$ cat src/design/xcr_pkg.sv
// Types and constants of the XMODEM checksum receiver.
// No dependencies; used by every RTL file of the block.
`default_nettype none

package xcr_pkg;

  localparam int MAX_RESULTS = 4;
  localparam int COUNT_W     = 3;

  typedef enum logic [2:0] {
    PH_IDLE,
    PH_START,
    PH_WAIT,
    PH_PACKET,
    PH_DONE
  } phase_t;

  localparam logic       CMD_START       = 1'b0;
  localparam logic [1:0] STATUS_OK       = 2'd0;
  localparam logic [1:0] STATUS_CANCEL   = 2'd2;

  localparam logic [1:0] VERDICT_NONE    = 2'd0;
  localparam logic [1:0] VERDICT_COMMIT  = 2'd1;
  localparam logic [1:0] VERDICT_DISCARD = 2'd2;

  localparam logic [7:0] BYTE_SOH        = 8'd1;
  localparam logic [7:0] BYTE_EOT        = 8'd4;
  localparam logic [7:0] BYTE_ACK        = 8'd6;
  localparam logic [7:0] BYTE_NAK        = 8'd21;
  localparam logic [7:0] BYTE_CAN        = 8'd24;

  localparam logic [7:0] SLOT_LAST       = 8'd130;
  localparam logic [7:0] ALL_ONES        = 8'd255;
  localparam logic [7:0] RETRY_LIMIT_RST = 8'd10;

  typedef struct packed {
    logic       reply_valid;
    logic [7:0] reply_byte;
    logic       payload_valid;
    logic [7:0] payload_byte;
    logic [1:0] block_verdict;
    logic       finished;
    logic       success;
    logic       last_result;
  } result_t;

  typedef struct packed {
    logic       command;
    logic [7:0] rx_byte;
    logic [1:0] byte_status;
  } item_t;

endpackage

`default_nettype wire

$ cat src/design/xcr_core.sv
// Protocol engine: transfer state and the results of one item, in one pass.
// Depends on xcr_pkg.
`default_nettype none

module xcr_core (
  input  wire                   clk,
  input  wire                   rst,
  input  wire                   cfg_wr_en,
  input  wire  [7:0]            cfg_wr_data,
  input  wire                   fire,
  input  xcr_pkg::item_t        item,
  output xcr_pkg::result_t [xcr_pkg::MAX_RESULTS-1:0] res,
  output logic [xcr_pkg::COUNT_W-1:0]                 res_count
);

  logic [7:0]      retry_limit;
  xcr_pkg::phase_t phase, phase_next;
  logic [7:0]      start_tries, start_tries_next;
  logic [7:0]      retry_count, retry_count_next;
  logic [7:0]      expected_block, expected_block_next;
  logic [7:0]      slot_index, slot_index_next;
  logic            any_bad_slot, any_bad_slot_next;
  logic [7:0]      got_block, got_block_next;
  logic [7:0]      got_complement, got_complement_next;
  logic [7:0]      running_sum, running_sum_next;

  always_ff @(posedge clk) begin
    if (rst) begin
      retry_limit    <= xcr_pkg::RETRY_LIMIT_RST;
      phase          <= xcr_pkg::PH_IDLE;
      start_tries    <= '0;
      retry_count    <= '0;
      expected_block <= 8'd1;
      slot_index     <= '0;
      any_bad_slot   <= 1'b0;
      got_block      <= '0;
      got_complement <= '0;
      running_sum    <= '0;
    end else begin
      if (cfg_wr_en) begin
        retry_limit <= cfg_wr_data;
      end
      if (fire) begin
        phase          <= phase_next;
        start_tries    <= start_tries_next;
        retry_count    <= retry_count_next;
        expected_block <= expected_block_next;
        slot_index     <= slot_index_next;
        any_bad_slot   <= any_bad_slot_next;
        got_block      <= got_block_next;
        got_complement <= got_complement_next;
        running_sum    <= running_sum_next;
      end
    end
  end

  always_comb begin
    logic       ok;
    logic [7:0] ch;
    logic [8:0] retry_inc;
    logic       over;
    logic       do_ctrl;
    logic       do_bump;
    logic       good;
    logic [xcr_pkg::COUNT_W-1:0] n;

    ok        = (item.byte_status == xcr_pkg::STATUS_OK);
    ch        = (item.byte_status >= xcr_pkg::STATUS_CANCEL) ? xcr_pkg::ALL_ONES : item.rx_byte;
    retry_inc = {1'b0, retry_count} + 9'd1;
    over      = (retry_inc > {1'b0, retry_limit});
    do_ctrl   = 1'b0;
    do_bump   = 1'b0;
    good      = 1'b0;
    n         = '0;
    res       = '0;

    phase_next          = phase;
    start_tries_next    = start_tries;
    retry_count_next    = retry_count;
    expected_block_next = expected_block;
    slot_index_next     = slot_index;
    any_bad_slot_next   = any_bad_slot;
    got_block_next      = got_block;
    got_complement_next = got_complement;
    running_sum_next    = running_sum;

    if (item.command == xcr_pkg::CMD_START) begin
      // restart: clear the transfer, discard an open packet
      start_tries_next      = 8'd1;
      retry_count_next      = '0;
      expected_block_next   = 8'd1;
      slot_index_next       = '0;
      any_bad_slot_next     = 1'b0;
      got_block_next        = '0;
      got_complement_next   = '0;
      running_sum_next      = '0;
      phase_next            = xcr_pkg::PH_START;
      res[0].reply_valid    = 1'b1;
      res[0].reply_byte     = xcr_pkg::BYTE_NAK;
      res[0].block_verdict  = (phase == xcr_pkg::PH_PACKET) ? xcr_pkg::VERDICT_DISCARD
                                                            : xcr_pkg::VERDICT_NONE;
      n = 3'd1;
    end else begin
      case (phase)
        xcr_pkg::PH_START: begin
          if (ok || ch != 8'd0) begin
            do_ctrl = 1'b1;
          end else if (start_tries < retry_limit) begin
            start_tries_next   = start_tries + 8'd1;
            res[0].reply_valid = 1'b1;
            res[0].reply_byte  = xcr_pkg::BYTE_NAK;
            n = 3'd1;
          end else begin
            do_ctrl = 1'b1;
          end
        end
        xcr_pkg::PH_WAIT: begin
          do_ctrl = 1'b1;
        end
        xcr_pkg::PH_PACKET: begin
          if (slot_index < xcr_pkg::SLOT_LAST) begin
            slot_index_next = slot_index + 8'd1;
            if (!ok) begin
              any_bad_slot_next = 1'b1;
            end else if (slot_index == 8'd0) begin
              got_block_next = ch;
            end else if (slot_index == 8'd1) begin
              got_complement_next = ch;
            end else begin
              running_sum_next     = running_sum + ch;
              res[0].payload_valid = 1'b1;
              res[0].payload_byte  = ch;
              n = 3'd1;
            end
          end else begin
            good = ok && !any_bad_slot && (got_block == expected_block) &&
                   ((xcr_pkg::ALL_ONES - got_complement) == got_block) &&
                   (ch == running_sum);
            slot_index_next    = '0;
            phase_next         = xcr_pkg::PH_WAIT;
            res[0].reply_valid = 1'b1;
            n = 3'd1;
            if (good) begin
              res[0].reply_byte    = xcr_pkg::BYTE_ACK;
              res[0].block_verdict = xcr_pkg::VERDICT_COMMIT;
              expected_block_next  = expected_block + 8'd1;
              retry_count_next     = '0;
            end else begin
              res[0].reply_byte    = xcr_pkg::BYTE_NAK;
              res[0].block_verdict = xcr_pkg::VERDICT_DISCARD;
              do_bump = 1'b1;
            end
          end
        end
        default: begin
          // idle or finished: ignore link events
        end
      endcase
    end

    if (do_ctrl) begin
      phase_next = xcr_pkg::PH_WAIT;
      if (ok && ch == xcr_pkg::BYTE_SOH) begin
        slot_index_next     = '0;
        any_bad_slot_next   = 1'b0;
        running_sum_next    = '0;
        got_block_next      = '0;
        got_complement_next = '0;
        phase_next          = xcr_pkg::PH_PACKET;
      end else if (ok && ch == xcr_pkg::BYTE_EOT) begin
        res[0].reply_valid = 1'b1;
        res[0].reply_byte  = xcr_pkg::BYTE_ACK;
        res[0].finished    = 1'b1;
        res[0].success     = 1'b1;
        phase_next         = xcr_pkg::PH_DONE;
        n = 3'd1;
      end else if (ok && ch == xcr_pkg::BYTE_CAN) begin
        retry_count_next = retry_limit;
      end else begin
        res[0].reply_valid = 1'b1;
        res[0].reply_byte  = xcr_pkg::BYTE_NAK;
        n = 3'd1;
        do_bump = 1'b1;
      end
    end

    if (do_bump) begin
      if (over) begin
        // out of retries: cancel three times and finish
        for (int i = 1; i < xcr_pkg::MAX_RESULTS; i++) begin
          res[i].reply_valid = 1'b1;
          res[i].reply_byte  = xcr_pkg::BYTE_CAN;
        end
        res[xcr_pkg::MAX_RESULTS-1].finished = 1'b1;
        phase_next = xcr_pkg::PH_DONE;
        n = 3'd4;
      end else begin
        retry_count_next = retry_inc[7:0];
      end
    end

    for (int i = 0; i < xcr_pkg::MAX_RESULTS; i++) begin
      res[i].last_result = (n != '0) && (i[xcr_pkg::COUNT_W-1:0] == n - 3'd1);
    end
    res_count = n;
  end

endmodule

`default_nettype wire

$ cat src/design/xcr_burst.sv
// Result burst register: holds one item's results, presents one per cycle while ready.
// Depends on xcr_pkg.
`default_nettype none

module xcr_burst (
  input  wire                   clk,
  input  wire                   rst,
  input  wire                   load,
  input  wire  [xcr_pkg::COUNT_W-1:0]                 load_count,
  input  xcr_pkg::result_t [xcr_pkg::MAX_RESULTS-1:0] load_res,
  output logic                  can_load,
  output logic                  out_valid,
  input  wire                   out_ready,
  output xcr_pkg::result_t      out_res
);

  xcr_pkg::result_t [xcr_pkg::MAX_RESULTS-1:0] entries;
  logic [xcr_pkg::COUNT_W-1:0] count;
  logic pop;

  assign out_valid = (count != '0);
  assign out_res   = entries[0];
  assign pop       = out_valid && out_ready;
  // accept a new burst once the current one is gone or leaves this cycle
  assign can_load  = (count == '0) || (count == 3'd1 && out_ready);

  always_ff @(posedge clk) begin
    if (rst) begin
      count <= '0;
    end else if (load) begin
      count <= load_count;
    end else if (pop) begin
      count <= count - 3'd1;
    end
  end

  always_ff @(posedge clk) begin
    if (load) begin
      entries <= load_res;
    end else if (pop) begin
      for (int i = 0; i < xcr_pkg::MAX_RESULTS - 1; i++) begin
        entries[i] <= entries[i+1];
      end
    end
  end

endmodule

`default_nettype wire

$ cat src/design/xmodem_checksum_receiver_top.sv
// Top level of the XMODEM checksum receiver: input register, engine, result burst.
// Depends on xcr_pkg, xcr_core and xcr_burst.
`default_nettype none

// XMODEM checksum receiver, link side. Each input item is either a start
// command (tuser = 0) or one link event (tuser = 1) carrying the received byte
// and its status. A start command sends NAK and resends NAK on timeouts until
// retry_limit NAKs have gone out; SOH opens a 131-slot packet whose 128 payload bytes are
// streamed out as they arrive, and the checksum slot brings a commit or
// discard verdict with ACK or NAK. EOT is ACKed and finishes with success;
// running out of retries sends CAN three times and finishes with failure.
// An item may cause zero to four result items; the last one carries tlast.
// Timing: an item is taken into the input register, evaluated by the
// combinational engine, and its results are loaded at once into the burst
// register, which presents one result per cycle while the output is ready.
// A new item can therefore be taken every cycle while the output side keeps
// up and each item causes at most one result; an item causing more results
// (four at most, for NAK plus three CANs) occupies the burst register, and the
// next item waits in the input register until the last of them is taken.
// retry_limit (reset 10) is written through cfg_wr_en / cfg_wr_data and must
// only change while no item is in flight.
module xmodem_checksum_receiver_top (
  input  wire         clk,
  input  wire         rst,
  // configuration: retry_limit
  input  wire         cfg_wr_en,
  input  wire  [7:0]  cfg_wr_data,
  // input items
  input  wire         s_axis_tvalid,
  output logic        s_axis_tready,
  input  wire  [15:0] s_axis_tdata,   // [7:0] rx_byte, [9:8] byte_status, [15:10] zero
  input  wire  [0:0]  s_axis_tuser,   // [0] command
  // result items
  output logic        m_axis_tvalid,
  input  wire         m_axis_tready,
  output logic [23:0] m_axis_tdata,   // [7:0] reply_byte, [15:8] payload_byte,
                                      // [17:16] block_verdict, [18] finished,
                                      // [19] success, [23:20] zero
  output logic [1:0]  m_axis_tuser,   // [0] reply_valid, [1] payload_valid
  output logic        m_axis_tlast    // last_result
);

  // Input register: hold one item until the burst register can take its results.
  logic            in_valid;
  xcr_pkg::item_t  in_item;
  logic            fire;
  logic            can_load;
  logic            s_accept;

  xcr_pkg::result_t [xcr_pkg::MAX_RESULTS-1:0] core_res;
  logic [xcr_pkg::COUNT_W-1:0]                 core_count;
  xcr_pkg::result_t                            head;

  assign fire          = in_valid && can_load;
  assign s_axis_tready = !in_valid || fire;
  assign s_accept      = s_axis_tvalid && s_axis_tready;

  always_ff @(posedge clk) begin
    if (rst) begin
      in_valid <= 1'b0;
    end else if (s_accept) begin
      in_valid <= 1'b1;
    end else if (fire) begin
      in_valid <= 1'b0;
    end
  end

  // payload of the input register needs no reset
  always_ff @(posedge clk) begin
    if (s_accept) begin
      in_item.command     <= s_axis_tuser[0];
      in_item.rx_byte     <= s_axis_tdata[7:0];
      in_item.byte_status <= s_axis_tdata[9:8];
    end
  end

  // Engine: advance the transfer state and build the results of one item.
  xcr_core u_core (
    .clk         (clk),
    .rst         (rst),
    .cfg_wr_en   (cfg_wr_en),
    .cfg_wr_data (cfg_wr_data),
    .fire        (fire),
    .item        (in_item),
    .res         (core_res),
    .res_count   (core_count)
  );

  // Burst register: drain the results one per cycle while the output is ready; items
  // with no results load an empty burst and pass straight through.
  xcr_burst u_burst (
    .clk        (clk),
    .rst        (rst),
    .load       (fire),
    .load_count (core_count),
    .load_res   (core_res),
    .can_load   (can_load),
    .out_valid  (m_axis_tvalid),
    .out_ready  (m_axis_tready),
    .out_res    (head)
  );

  assign m_axis_tdata = {4'b0000, head.success, head.finished, head.block_verdict,
                         head.payload_byte, head.reply_byte};
  assign m_axis_tuser = {head.payload_valid, head.reply_valid};
  assign m_axis_tlast = head.last_result;

endmodule

`default_nettype wire

$ cat config.mk
export PLATFORM = sky130hd
export DESIGN_NAME = xmodem_checksum_receiver_top
export DESIGN_NICKNAME = d
export VERILOG_FILES = /design/src/design/xcr_pkg.sv /design/src/design/xcr_core.sv /design/src/design/xcr_burst.sv /design/src/design/xmodem_checksum_receiver_top.sv
export SDC_FILE = /design/constraint.sdc
export NUM_CORES = 1
export LEC_CHECK = 0
export BUFFER_PORTS_ARGS = -buffer_cell sky130_fd_sc_hd__buf_2
export CORE_MARGIN = 3
export CORE_UTILIZATION = 51
export DETAILED_ROUTE_END_ITERATION = 6
export PLACE_DENSITY = 0.71
export SYNTH_ARGS = -nofsm -noshare
export SYNTH_HDL_FRONTEND = slang
export SYNTH_HIERARCHICAL = 1
export SYNTH_SLANG_ARGS = --single-unit
$ cat constraint.sdc
create_clock -name clk -period 5.6 [get_ports clk]
set_input_delay 1.12 -clock clk [delete_from_list [all_inputs] [get_ports clk]]
set_output_delay 1.12 -clock clk [all_outputs]
set_load 0.1 [all_outputs]
==> flow_summary.rst, run 1 <==
.. list-table::
   :header-rows: 1

   * - Metric
     - Value
   * - Post-DP HPWL
     - 11,600 µm
   * - Count of mapped cells out of synthesis
     - 849
   * - Maximum number of pins on one net before global-route repair
     - 70
   * - Pre-Repair DR Iteration Count
     - 5
   * - Final setup violation count
     - 0
   * - Most frequent cells in the layout
     - sky130_fd_sc_hd__edfxtp_1 (103), sky130_fd_sc_hd__dfxtp_1 (72), sky130_fd_sc_hd__nor2_1 (71), sky130_fd_sc_hd__mux2_2 (70), sky130_fd_sc_hd__conb_1 (67)
   * - Layout cell share with drive strength beyond 1
     - 0.209
   * - Post-Layout Cell Count
     - 1,091
   * - Mean instance size in the synthesized netlist
     - 11.0 µm²
   * - Min Tclk post-route
     - 4.11 ns
   * - Number of top-level pins
     - 59
   * - Worst hold margin
     - 0.473 ns
   * - Worst R2R End
     - u_burst/count[0]
   * - FMAX
     - 0.244 GHz
   * - Number of buffers inserted to repair setup after CTS
     - 0
   * - Total power density per cell area
     - 499 nW/µm²
   * - Initial core utilization
     - 0.530
   * - Endpoint class of the critical path
     - register
   * - Sequential cell area fraction in the yosys report
     - 0.486
   * - Setup repair after global routing missed its margin
     - false
   * - Startpoint of the most critical register-to-register path
     - in_item[1]
   * - Total wire length after detailed routing
     - 17,200 µm
   * - Final worst-path cycle share
     - 0.733
   * - Max cap viols
     - 0
   * - CTS max path bufs
     - 2
   * - Antenna fix cells
     - 0
   * - Leakage power
     - 0.00372 µW
   * - DR DRC count
     - 0
   * - IO buf count
     - 48
   * - Yosys warning total
     - 6
   * - Number of slew-limit violations in the final report
     - 0
   * - Most used DFF post-synth
     - sky130_fd_sc_hd__edfxtp_1
   * - Number of antenna violations at the first check in global routing
     - 0
   * - GR peak layer
     - met2
   * - Number of buffers added by the clock tree synthesis step
     - 17
   * - Layout net count
     - 916
   * - CTS resizes
     - 0
   * - Gp weighted congestion
     - 0.854
   * - Average via count per standard cell
     - 5.42
   * - Cell total after placement
     - 1,060
   * - Grt ovf
     - 0
   * - Kind of start point of the critical path
     - register
   * - Quantity of hold-fixing buffers added after cts
     - 0
   * - Worst Hold Path Cells
     - 2
   * - Register-to-register path setup slack
     - 1.49 ns
   * - Combined area of all synthesized cells
     - 9330 µm²
   * - Horizontal extent of the die
     - 141 µm
   * - GR met2 Demand/Resource
     - 0.290
   * - Register bit total from synthesis
     - 175
   * - Drt wl/cell
     - 15.8 µm
   * - Count of clock tree sinks
     - 175
   * - Count of endpoints failing hold in the final timing report
     - 0
   * - Worst Path Class, Setup
     - reg2reg
   * - Met3 layer usage reported by global route
     - 0.0360
   * - Actual slew at the worst max-slew pin
     - 1.06 ns
   * - Max Clock Skew
     - 0.0121 ns
   * - Data required, critical path
     - 5.94 ns
   * - Total negative slack
     - 0 ns
   * - Vias in the first global route
     - 5,711
   * - Vias after detailed routing
     - 5,908
   * - Class of the most critical hold timing path
     - reg2reg
   * - Hold-critical path endpoint
     - u_core/got_complement[7]
   * - Number of levels the H-tree was split into
     - 4
   * - Global-route wire length before repair
     - 28,600 µm
   * - Result of the run
     - finished, final reports clean
   * - Synth-to-layout area growth
     - 5.14%
   * - Overall die height
     - 141 µm
   * - Worst IR drop on VDD
     - 0.520 mV
   * - Clock tree from TritonCTS
     - done
   * - Worst slew slack as a fraction of its limit
     - 0.290
   * - Synth unique cells
     - 76
   * - Critical path data arrival time
     - 4.44 ns
   * - Worst min-delay path startpoint
     - u_core/got_complement[7]
   * - Clock latency on the worst-skew pair
     - 0.44 ns
   * - Number of enable-type register cells in the synthesized netlist
     - 103
   * - Area of the die
     - 19,900 µm²
   * - Most common library cell in the layout ignoring fill and taps
     - sky130_fd_sc_hd__edfxtp_1
   * - Filler cell count
     - 1,514
   * - Clk pin slew, worst setup/hold paths
     - 0.07 ns
   * - Core box area
     - 17,600 µm²
   * - Root Driver
     - sky130_fd_sc_hd__clkbuf_16
   * - Critical-path maximum fanout
     - 16
   * - Std-Cell Rows
     - 48
   * - Routed Antenna Nets
     - 0
   * - Met1 usage
     - 0.244
   * - Share of async-settable or async-resettable flops after synthesis
     - 0
   * - Total global-route track usage
     - 0.179
   * - Number of DRC markers after the initial detailed-route iteration
     - 446
   * - Depth of the most critical reg-to-reg path
     - 12
flip-flops by register name (all words and copies together) (netlist names):
name and cells:
in_valid 1, u_core/expected_block 8, u_core/any_bad_slot 1, u_burst/out_res 23
u_core/got_block 8, u_burst/count 3, u_core/running_sum 8, u_core/slot_index 8
u_core/phase 3, u_core/retry_limit 8, in_item 11, u_burst/entries 69
u_core/got_complement 8, u_core/retry_count 8, u_core/start_tries 8
worst max path at each step:
stage / from / end / slack, ns
finish: in_item[1] / u_burst/count[0] / 1.49
global route: in_item[1] / u_burst/count[0] / 1.18
CTS: in_item[1] / u_burst/count[0] / 1.53
detailed placement: in_item[1] / u_burst/count[0] / 1.54
global placement: in_item[1] / u_burst/count[0] / 1.53
floorplan: m_axis_tready / u_burst/entries[23] / 1.31
layout make-up:
class | count | area [µm²] | area share
tap | 225 | 282 | 0.0287
sequential | 175 | 4530 | 0.462
inverter | 31 | 116 | 0.0119
multi-input combinational | 578 | 4010 | 0.409
clock buffer | 17 | 425 | 0.0434
clock inverter | 14 | 179 | 0.0182
timing repair buffer | 51 | 263 | 0.0268
where the power goes:
| group | leakage, µW | internal [µW] | switching, µW |
|---|---|---|---|
| clock network | 0.000289 | 707 | 512 |
| registers | 0.00156 | 1860 | 109 |
| logic | 0.00186 | 430 | 1270 |
| total | 0.00372 | 3000 | 1890 |
per-stage QoR:
stage	power [µW]	util	cell area, µm²	worst slack (ns)
3_5_place_dp	3710	0.523	9200	1.54
6_report	4890	0.557	9810	1.49
5_1_grt	5120	0.557	9810	1.18
3_3_place_gp	3680	0.523	9200	1.53
4_1_cts	4940	0.557	9810	1.53
2_1_floorplan	3600	-	9570	1.31
synth_stat cells (3+ instances only):
library cell | instances | share of area
sky130_fd_sc_hd__nor3_1 | 10 | 0.0054
sky130_fd_sc_hd__clkbuf_1 | 10 | 0.0040
sky130_fd_sc_hd__ha_1 | 31 | 0.042
sky130_fd_sc_hd__and4_1 | 4 | 0.0038
sky130_fd_sc_hd__nor2_1 | 71 | 0.029
sky130_fd_sc_hd__nor4_1 | 4 | 0.0027
sky130_fd_sc_hd__nand2b_1 | 4 | 0.0027
sky130_fd_sc_hd__o22ai_1 | 4 | 0.0027
sky130_fd_sc_hd__nand3_1 | 12 | 0.0064
sky130_fd_sc_hd__mux2i_1 | 7 | 0.0075
sky130_fd_sc_hd__and2_1 | 3 | 0.0020
sky130_fd_sc_hd__edfxtp_1 | 103 | 0.33
sky130_fd_sc_hd__a21o_1 | 6 | 0.0048
sky130_fd_sc_hd__nand2_1 | 39 | 0.016
sky130_fd_sc_hd__a211oi_1 | 5 | 0.0040
sky130_fd_sc_hd__mux2_2 | 70 | 0.085
sky130_fd_sc_hd__or3b_2 | 3 | 0.0028
sky130_fd_sc_hd__a311oi_1 | 6 | 0.0056
sky130_fd_sc_hd__inv_1 | 30 | 0.012
sky130_fd_sc_hd__xnor2_1 | 8 | 0.0075
sky130_fd_sc_hd__and3b_1 | 9 | 0.0085
sky130_fd_sc_hd__nand4_1 | 15 | 0.010
sky130_fd_sc_hd__or2_2 | 8 | 0.0054
sky130_fd_sc_hd__o21ai_0 | 27 | 0.014
sky130_fd_sc_hd__a21oi_1 | 32 | 0.017
sky130_fd_sc_hd__and3_1 | 12 | 0.0080
sky130_fd_sc_hd__a22oi_1 | 23 | 0.019
sky130_fd_sc_hd__nor3b_1 | 8 | 0.0064
sky130_fd_sc_hd__nor2b_1 | 8 | 0.0054
sky130_fd_sc_hd__o32ai_1 | 3 | 0.0028
sky130_fd_sc_hd__o211ai_1 | 5 | 0.0040
sky130_fd_sc_hd__buf_4 | 109 | 0.088
sky130_fd_sc_hd__a221oi_1 | 3 | 0.0028
sky130_fd_sc_hd__dfxtp_1 | 72 | 0.15
sky130_fd_sc_hd__o21ai_1 | 4 | 0.0021
sky130_fd_sc_hd__a211o_1 | 5 | 0.0047
sky130_fd_sc_hd__buf_2 | 8 | 0.0043
sky130_fd_sc_hd__xor2_1 | 16 | 0.015
sky130_fd_sc_hd__or3_1 | 4 | 0.0027
worst max-delay path, cell delays in order, from the launching register on:
cell,delay [ns]
sky130_fd_sc_hd__edfxtp_1,0.60
sky130_fd_sc_hd__nor2_1,0.52
sky130_fd_sc_hd__inv_1,0.19
sky130_fd_sc_hd__ha_1,0.40
sky130_fd_sc_hd__nor4_2,0.32
sky130_fd_sc_hd__nand3_1,0.12
sky130_fd_sc_hd__or4_4,0.54
sky130_fd_sc_hd__o211a_1,0.26
sky130_fd_sc_hd__a21oi_4,0.22
sky130_fd_sc_hd__nor2b_1,0.28
sky130_fd_sc_hd__a21oi_1,0.20
sky130_fd_sc_hd__nor2b_1,0.10
sky130_fd_sc_hd__a2111oi_4,0.26
layer usage:
layer	vias up	wire length, µm
met3	14	588
met5	-	0
met4	0	225
met2	102	8250
li1	2923	-
met1	2869	8120
logic make-up (layout without fill, tap and decap cells):
family / after synthesis / in the layout / share of synthesized area
muxes: 77 / 77 / 0.0920
buffers and inverters: 161 / 113 / 0.111
AOI/OAI and AO/OA: 144 / 144 / 0.107
DFF: 175 / 175 / 0.486
adders and majority gates: 32 / 32 / 0.0437
xor gates and xnor gates: 24 / 24 / 0.0225
other: 2 / 67 / 0.000805
and+or+nand+nor: 234 / 234 / 0.136
Power figures use the tool's default switching activity.
==> inputs of run 2 (changes only) <==
- PLACE_DENSITY: 0.71 -> 0.74
- clock period: 5.6 -> 3.4 ns (I/O delays scaled with it)
==> run 2 against run 1 <==
  * Core utilization grew 1.8 points
  * Combinational power grew 75%
  * Global-route usage grew 0.45 points
  * Largest cell class unchanged
  * Critical path type unchanged
  * Sequential share of layout area shrank 1.4 points
  * Worst hold slack lost 0.040 ns
  * First-iteration DRC count grew 7.0%
  * Register-to-register slack lost 1.4 ns
  * Flip-flop and latch count is the same
  * Cell area grew 3.2%
  * Total power grew 66%
  * Routed wire length grew 4.1%
  * Clock skew is essentially flat
==> flow_summary.rst, run 2 (same netlist as run 1, synthesis figures left out) <==
.. list-table::
   :header-rows: 1

   * - Metric
     - Value
   * - Most common library cell in the layout ignoring fill and taps
     - sky130_fd_sc_hd__edfxtp_1
   * - Leakage power
     - 0.00388 µW
   * - Total wire length after detailed routing
     - 17,900 µm
   * - Routed length on met3
     - 770 µm
   * - Placed Instance Area
     - 9460 µm²
   * - Layout net count
     - 951
   * - Min Tclk post-route
     - 3.31 ns
   * - Most frequent cells in the layout
     - sky130_fd_sc_hd__edfxtp_1 (103), sky130_fd_sc_hd__dfxtp_1 (72), sky130_fd_sc_hd__nor2_1 (71), sky130_fd_sc_hd__mux2_2 (70), sky130_fd_sc_hd__conb_1 (67)
   * - Synth-to-layout area growth
     - 8.48%
   * - Number of slew-limit violations in the final report
     - 0
   * - Max reg flops
     - 69
   * - Number of DRC markers after the initial detailed-route iteration
     - 477
   * - Worst slew slack as a fraction of its limit
     - 0.553
   * - Count of clock tree sinks
     - 175
   * - Average via count per standard cell
     - 5.41
   * - Actual slew at the worst max-slew pin
     - 0.670 ns
   * - Result of the run
     - finished, final reports clean
   * - Drt wl/cell
     - 15.9 µm
   * - Maximum number of pins on one net before global-route repair
     - 57
   * - Clk pin slew, worst setup/hold paths
     - 0.07 ns
   * - Critical-path maximum fanout
     - 12
   * - Vias in the first global route
     - 5,905
   * - Endpoint class of the critical path
     - register
   * - Quantity of hold-fixing buffers added after cts
     - 0
   * - Vias after detailed routing
     - 6,100
   * - Area of the die
     - 19,900 µm²
   * - Max cap viols
     - 0
   * - Number of antenna violations at the first check in global routing
     - 0
   * - Slack of the critical path
     - 0.0914 ns
   * - IO buf count
     - 48
   * - Root Driver
     - sky130_fd_sc_hd__clkbuf_16
   * - Final worst-path cycle share
     - 0.973
   * - Number of buffers added by the clock tree synthesis step
     - 17
   * - Number of top-level pins
     - 59
   * - Worst IR drop on VDD
     - 0.883 mV
   * - Global-route wire length before repair
     - 29,400 µm
   * - Routed Antenna Nets
     - 0
   * - DR DRC count
     - 0
   * - Filler cell count
     - 1,459
   * - Kind of start point of the critical path
     - register
   * - Std-Cell Rows
     - 48
   * - Overall power after layout
     - 8110 µW
   * - Horizontal extent of the die
     - 141 µm
   * - Count of endpoints failing hold in the final timing report
     - 0
   * - Number of levels the H-tree was split into
     - 4
   * - Gp weighted congestion
     - 0.901
   * - Final design utilization
     - 0.575
   * - Setup repair after global routing missed its margin
     - false
   * - Initial core utilization
     - 0.530
   * - Design area
     - 10,100 µm²
   * - Area used by multi-input combinational logic
     - 4060 µm²
   * - Worst hold margin
     - 0.434 ns
   * - Total global-route track usage
     - 0.184
   * - Overall die height
     - 141 µm
   * - Final setup violation count
     - 0
   * - CTS max path bufs
     - 2
   * - Core box area
     - 17,600 µm²
   * - Met1 layer wirelength in the final routing
     - 8250 µm
   * - Antenna fix cells
     - 0
   * - Highest metal layer used by the detailed router
     - met4
   * - Clock latency on the worst-skew pair
     - 0.43 ns
   * - Place WS
     - -0.0388 ns
   * - Flip-flop and latch area
     - 4530 µm²
   * - Layout cell share with drive strength beyond 1
     - 0.245
   * - Max Clock Skew
     - 0.0125 ns
   * - Grt ovf
     - 0
   * - Worst Path Class, Setup
     - reg2reg
   * - FMAX
     - 0.302 GHz
   * - Register bank with the most flops
     - u_burst/entries
   * - Data required, critical path
     - 3.73 ns
   * - Pre-Repair DR Iteration Count
     - 6
   * - Critical path data arrival time
     - 3.64 ns
   * - Total power density per cell area
     - 802 nW/µm²
   * - Routed wire length on met2
     - 8590 µm
   * - Class of the most critical hold timing path
     - in2reg
   * - Clock tree from TritonCTS
     - done
   * - Post-DP HPWL
     - 12,300 µm
[run 2: cell types whose count changed in the layout (fill, tap and decap cells not counted), sizes merged]
cell / previous run / this run
buf: 51 / 86
bufinv: 3 / 1
clkbuf: 17 / 18
clkinv: 4 / 5
inv: 36 / 37
[run 2: timing repair]
| action | in CTS | in global routing |
|---|---|---|
| setup buffers | 3 | 1 |
| gates resized for setup | 0 | 9 |
| endpoints found under the setup margin | 3 | 21 |
[run 2: power by group]
group	internal, µW	switching, µW
clock	1040	866
sequential	3060	183
combinational	824	2150
total	4920	3200
[run 2: path summary, 6_finish.rpt]
kind                                 start                  endpoint  slack (ns)  cells after the start
setup / recovery                in_item[1]          u_burst/count[0]        0.09                     12
hold / removal             s_axis_tdata[0]                in_item[2]        0.43                      1
hold reg to reg   u_core/got_complement[7]  u_core/got_complement[7]        0.47                      2
setup reg to reg                in_item[1]          u_burst/count[0]        0.09                     12
[run 2: critical path: stages (launching register included)]
cell	delay [ns]
sky130_fd_sc_hd__edfxtp_1	0.39
sky130_fd_sc_hd__buf_4	0.17
sky130_fd_sc_hd__or2_1	0.25
sky130_fd_sc_hd__ha_1	0.33
sky130_fd_sc_hd__nor4_2	0.35
sky130_fd_sc_hd__o211ai_1	0.14
sky130_fd_sc_hd__or4_4	0.44
sky130_fd_sc_hd__o211a_1	0.25
sky130_fd_sc_hd__a21oi_4	0.26
sky130_fd_sc_hd__nor2b_4	0.13
sky130_fd_sc_hd__a21oi_2	0.15
sky130_fd_sc_hd__nor2b_1	0.09
sky130_fd_sc_hd__a2111oi_4	0.25
[run 2: final cells by class]
| type | instances | share of cell area |
|---|---|---|
| repair buffers | 86 | 0.0540 |
| well taps | 225 | 0.0278 |
| clock inverters | 14 | 0.0150 |
| inverters | 31 | 0.0115 |
| clock buffers | 18 | 0.0424 |
| flip-flops and latches | 175 | 0.448 |
| multi-input cells | 578 | 0.401 |
[run 2: layer usage]
metal  vias to the layer above  track usage
met1                      2937        0.246
li1                       2999            -
met5                         -            0
met4                         0       0.0535
met2                       140        0.301
met3                        24       0.0397
[run 2: per-stage QoR]
step / setup TNS (ns) / cells
6_report: 0 / 1127
5_1_grt: 0 / 1127
4_1_cts: 0 / 1126
3_5_place_dp: -0.0388 / 1091
3_3_place_gp: 0 / 1091
2_1_floorplan: 0 / 914
==> inputs of run 3 (changes only) <==
- CORE_UTILIZATION: 51 -> 25
- PLACE_DENSITY: 0.74 -> 0.43
==> run 3 against run 2 <==
  * Clock skew shrank 0.0011 ns
  * Die area grew 99%
  * Register-to-register slack barely moved
  * Largest power group unchanged
==> flow_summary.rst, run 3 (same netlist as run 1, synthesis figures left out) <==
.. list-table::
   :header-rows: 1

   * - Metric
     - Value
   * - Cell total after placement
     - 1,348
   * - Placed Instance Area
     - 9880 µm²
   * - Max reg flops
     - 69
   * - Drt wl/cell
     - 15.1 µm
   * - Critical-path maximum fanout
     - 6
   * - Min Tclk post-route
     - 3.30 ns
   * - Worst slew slack as a fraction of its limit
     - 0.550
   * - Vias after detailed routing
     - 6,017
   * - Kind of start point of the critical path
     - register
   * - Std-Cell Rows
     - 70
   * - Critical path data arrival time
     - 3.66 ns
   * - Number of buffers added by the clock tree synthesis step
     - 17
   * - Filler cell count
     - 3,769
   * - CTS max path bufs
     - 2
   * - Cells along the critical path
     - or2_2 -> ha_1 -> nor4_2 -> buf_4 -> o211ai_1 -> or4_4 -> o211a_1 -> a21oi_4 -> buf_6 -> nor2_2 -> buf_4 -> a211o_1 -> a21oi_1
   * - Post-DP HPWL
     - 14,600 µm
   * - Number of top-level pins
     - 59
   * - Worst IR drop on VDD
     - 0.784 mV
   * - Routed Antenna Nets
     - 0
   * - Area used by multi-input combinational logic
     - 4080 µm²
   * - Class of the most critical hold timing path
     - in2reg
   * - Overall die height
     - 199 µm
   * - Result of the run
     - finished, final reports clean
   * - Most frequent cells in the layout
     - sky130_fd_sc_hd__edfxtp_1 (103), sky130_fd_sc_hd__dfxtp_1 (72), sky130_fd_sc_hd__mux2_2 (70), sky130_fd_sc_hd__nor2_1 (69), sky130_fd_sc_hd__conb_1 (67)
   * - Actual slew at the worst max-slew pin
     - 0.668 ns
   * - Root Driver
     - sky130_fd_sc_hd__clkbuf_16
   * - Worst hold margin
     - 0.415 ns
   * - DR DRC count
     - 0
   * - Clk pin slew, worst setup/hold paths
     - 0.08 ns
   * - Grt ovf
     - 0
   * - Horizontal extent of the die
     - 199 µm
   * - Buffering stage count on the worst path with inverters included
     - 3
   * - Place WS
     - 0.0233 ns
   * - Post-Layout Cell Count
     - 1,383
   * - IO buf count
     - 48
   * - Critical Path Max Stage Delay
     - 0.50 ns
   * - Count of endpoints failing hold in the final timing report
     - 0
   * - Final worst-path cycle share
     - 0.969
   * - Total global-route track usage
     - 0.108
   * - Clock latency on the worst-skew pair
     - 0.44 ns
   * - Worst Path Class, Setup
     - reg2reg
   * - Total power density per cell area
     - 787 nW/µm²
   * - Gp weighted congestion
     - 0.800
   * - Core box area
     - 36,700 µm²
   * - Layout cell share with drive strength beyond 1
     - 0.261
   * - FMAX
     - 0.303 GHz
   * - Number of antenna violations at the first check in global routing
     - 0
   * - Layout net count
     - 964
   * - Clock tree from TritonCTS
     - done
   * - Synth-to-layout area growth
     - 13.5%
   * - Final design utilization
     - 0.288
   * - Max Clock Skew
     - 0.0114 ns
   * - Design area
     - 10,600 µm²
   * - Quantity of hold-fixing buffers added after cts
     - 0
   * - Endpoint class of the critical path
     - register
   * - Vias in the first global route
     - 5,848
   * - Data required, critical path
     - 3.77 ns
   * - Cell occurring most often along the worst timing path
     - sky130_fd_sc_hd__buf_4
   * - Count of clock tree sinks
     - 175
   * - Final setup violation count
     - 0
   * - Number of levels the H-tree was split into
     - 4
   * - Leakage power
     - 0.00398 µW
   * - CP max-delay cell
     - sky130_fd_sc_hd__edfxtp_1
   * - Register bank with the most flops
     - u_burst/entries
   * - Flip-flop and latch area
     - 4530 µm²
   * - Maximum number of pins on one net before global-route repair
     - 97
   * - Antenna fix cells
     - 0
   * - Number of slew-limit violations in the final report
     - 0
   * - Max cap viols
     - 0
   * - Average via count per standard cell
     - 4.35
   * - Family with the most delay on the worst path
     - simple AND/OR/NAND/NOR gates
   * - Slack of the critical path
     - 0.104 ns
   * - Initial core utilization
     - 0.254
   * - Global-route wire length before repair
     - 33,000 µm
   * - Area of the die
     - 39,700 µm²
   * - Most common library cell in the layout ignoring fill and taps
     - sky130_fd_sc_hd__edfxtp_1
   * - Pre-Repair DR Iteration Count
     - 4
   * - Number of DRC markers after the initial detailed-route iteration
     - 286
   * - Total wire length after detailed routing
     - 20,900 µm
[run 3: routing by layer]
layer	part of all wire	global-route usage	vias to the layer above
li1	-	-	3022
met1	0.49	0.148	2902
met2	0.46	0.166	70
met3	0.028	0.0255	23
met4	0.023	0.0409	0
met5	0	0	-
[run 3: power by group]
| part | switching, µW | internal, µW |
|---|---|---|
| registers | 191 | 3060 |
| logic | 2190 | 867 |
| clock network | 919 | 1110 |
[run 3: final cells by class]
class | instances | share of cell area
clock inverter | 15 | 0.0163
sequential | 175 | 0.428
clock buffer | 17 | 0.0402
timing repair buffer | 99 | 0.0631
multi-input combinational | 578 | 0.386
inverter | 31 | 0.0110
tap | 468 | 0.0553
[run 3: path summary, 6_finish.rpt]
kind | startpoint | endpoint | slack (ns) | depth (start not counted)
max | in_item[1] | u_core/retry_count[5] | 0.10 | 13
min | s_axis_tuser | in_item[10] | 0.42 | 1
max reg2reg | in_item[1] | u_core/retry_count[5] | 0.10 | 13
min reg2reg | u_core/got_complement[7] | u_core/got_complement[7] | 0.47 | 2
[run 3: what timing repair did]
item                                    in CTS  in global routing
endpoints found under the setup margin       0                 24
resized for setup                            0                 14
buffers inserted                             0                  3
[run 3: metrics by stage]
step,total power [µW],setup TNS (ns)
after CTS,8460,0
after detailed placement,6370,0
final,8330,0
after global routing,8780,-0.0517
after floorplan,5910,0
after global placement,6370,0
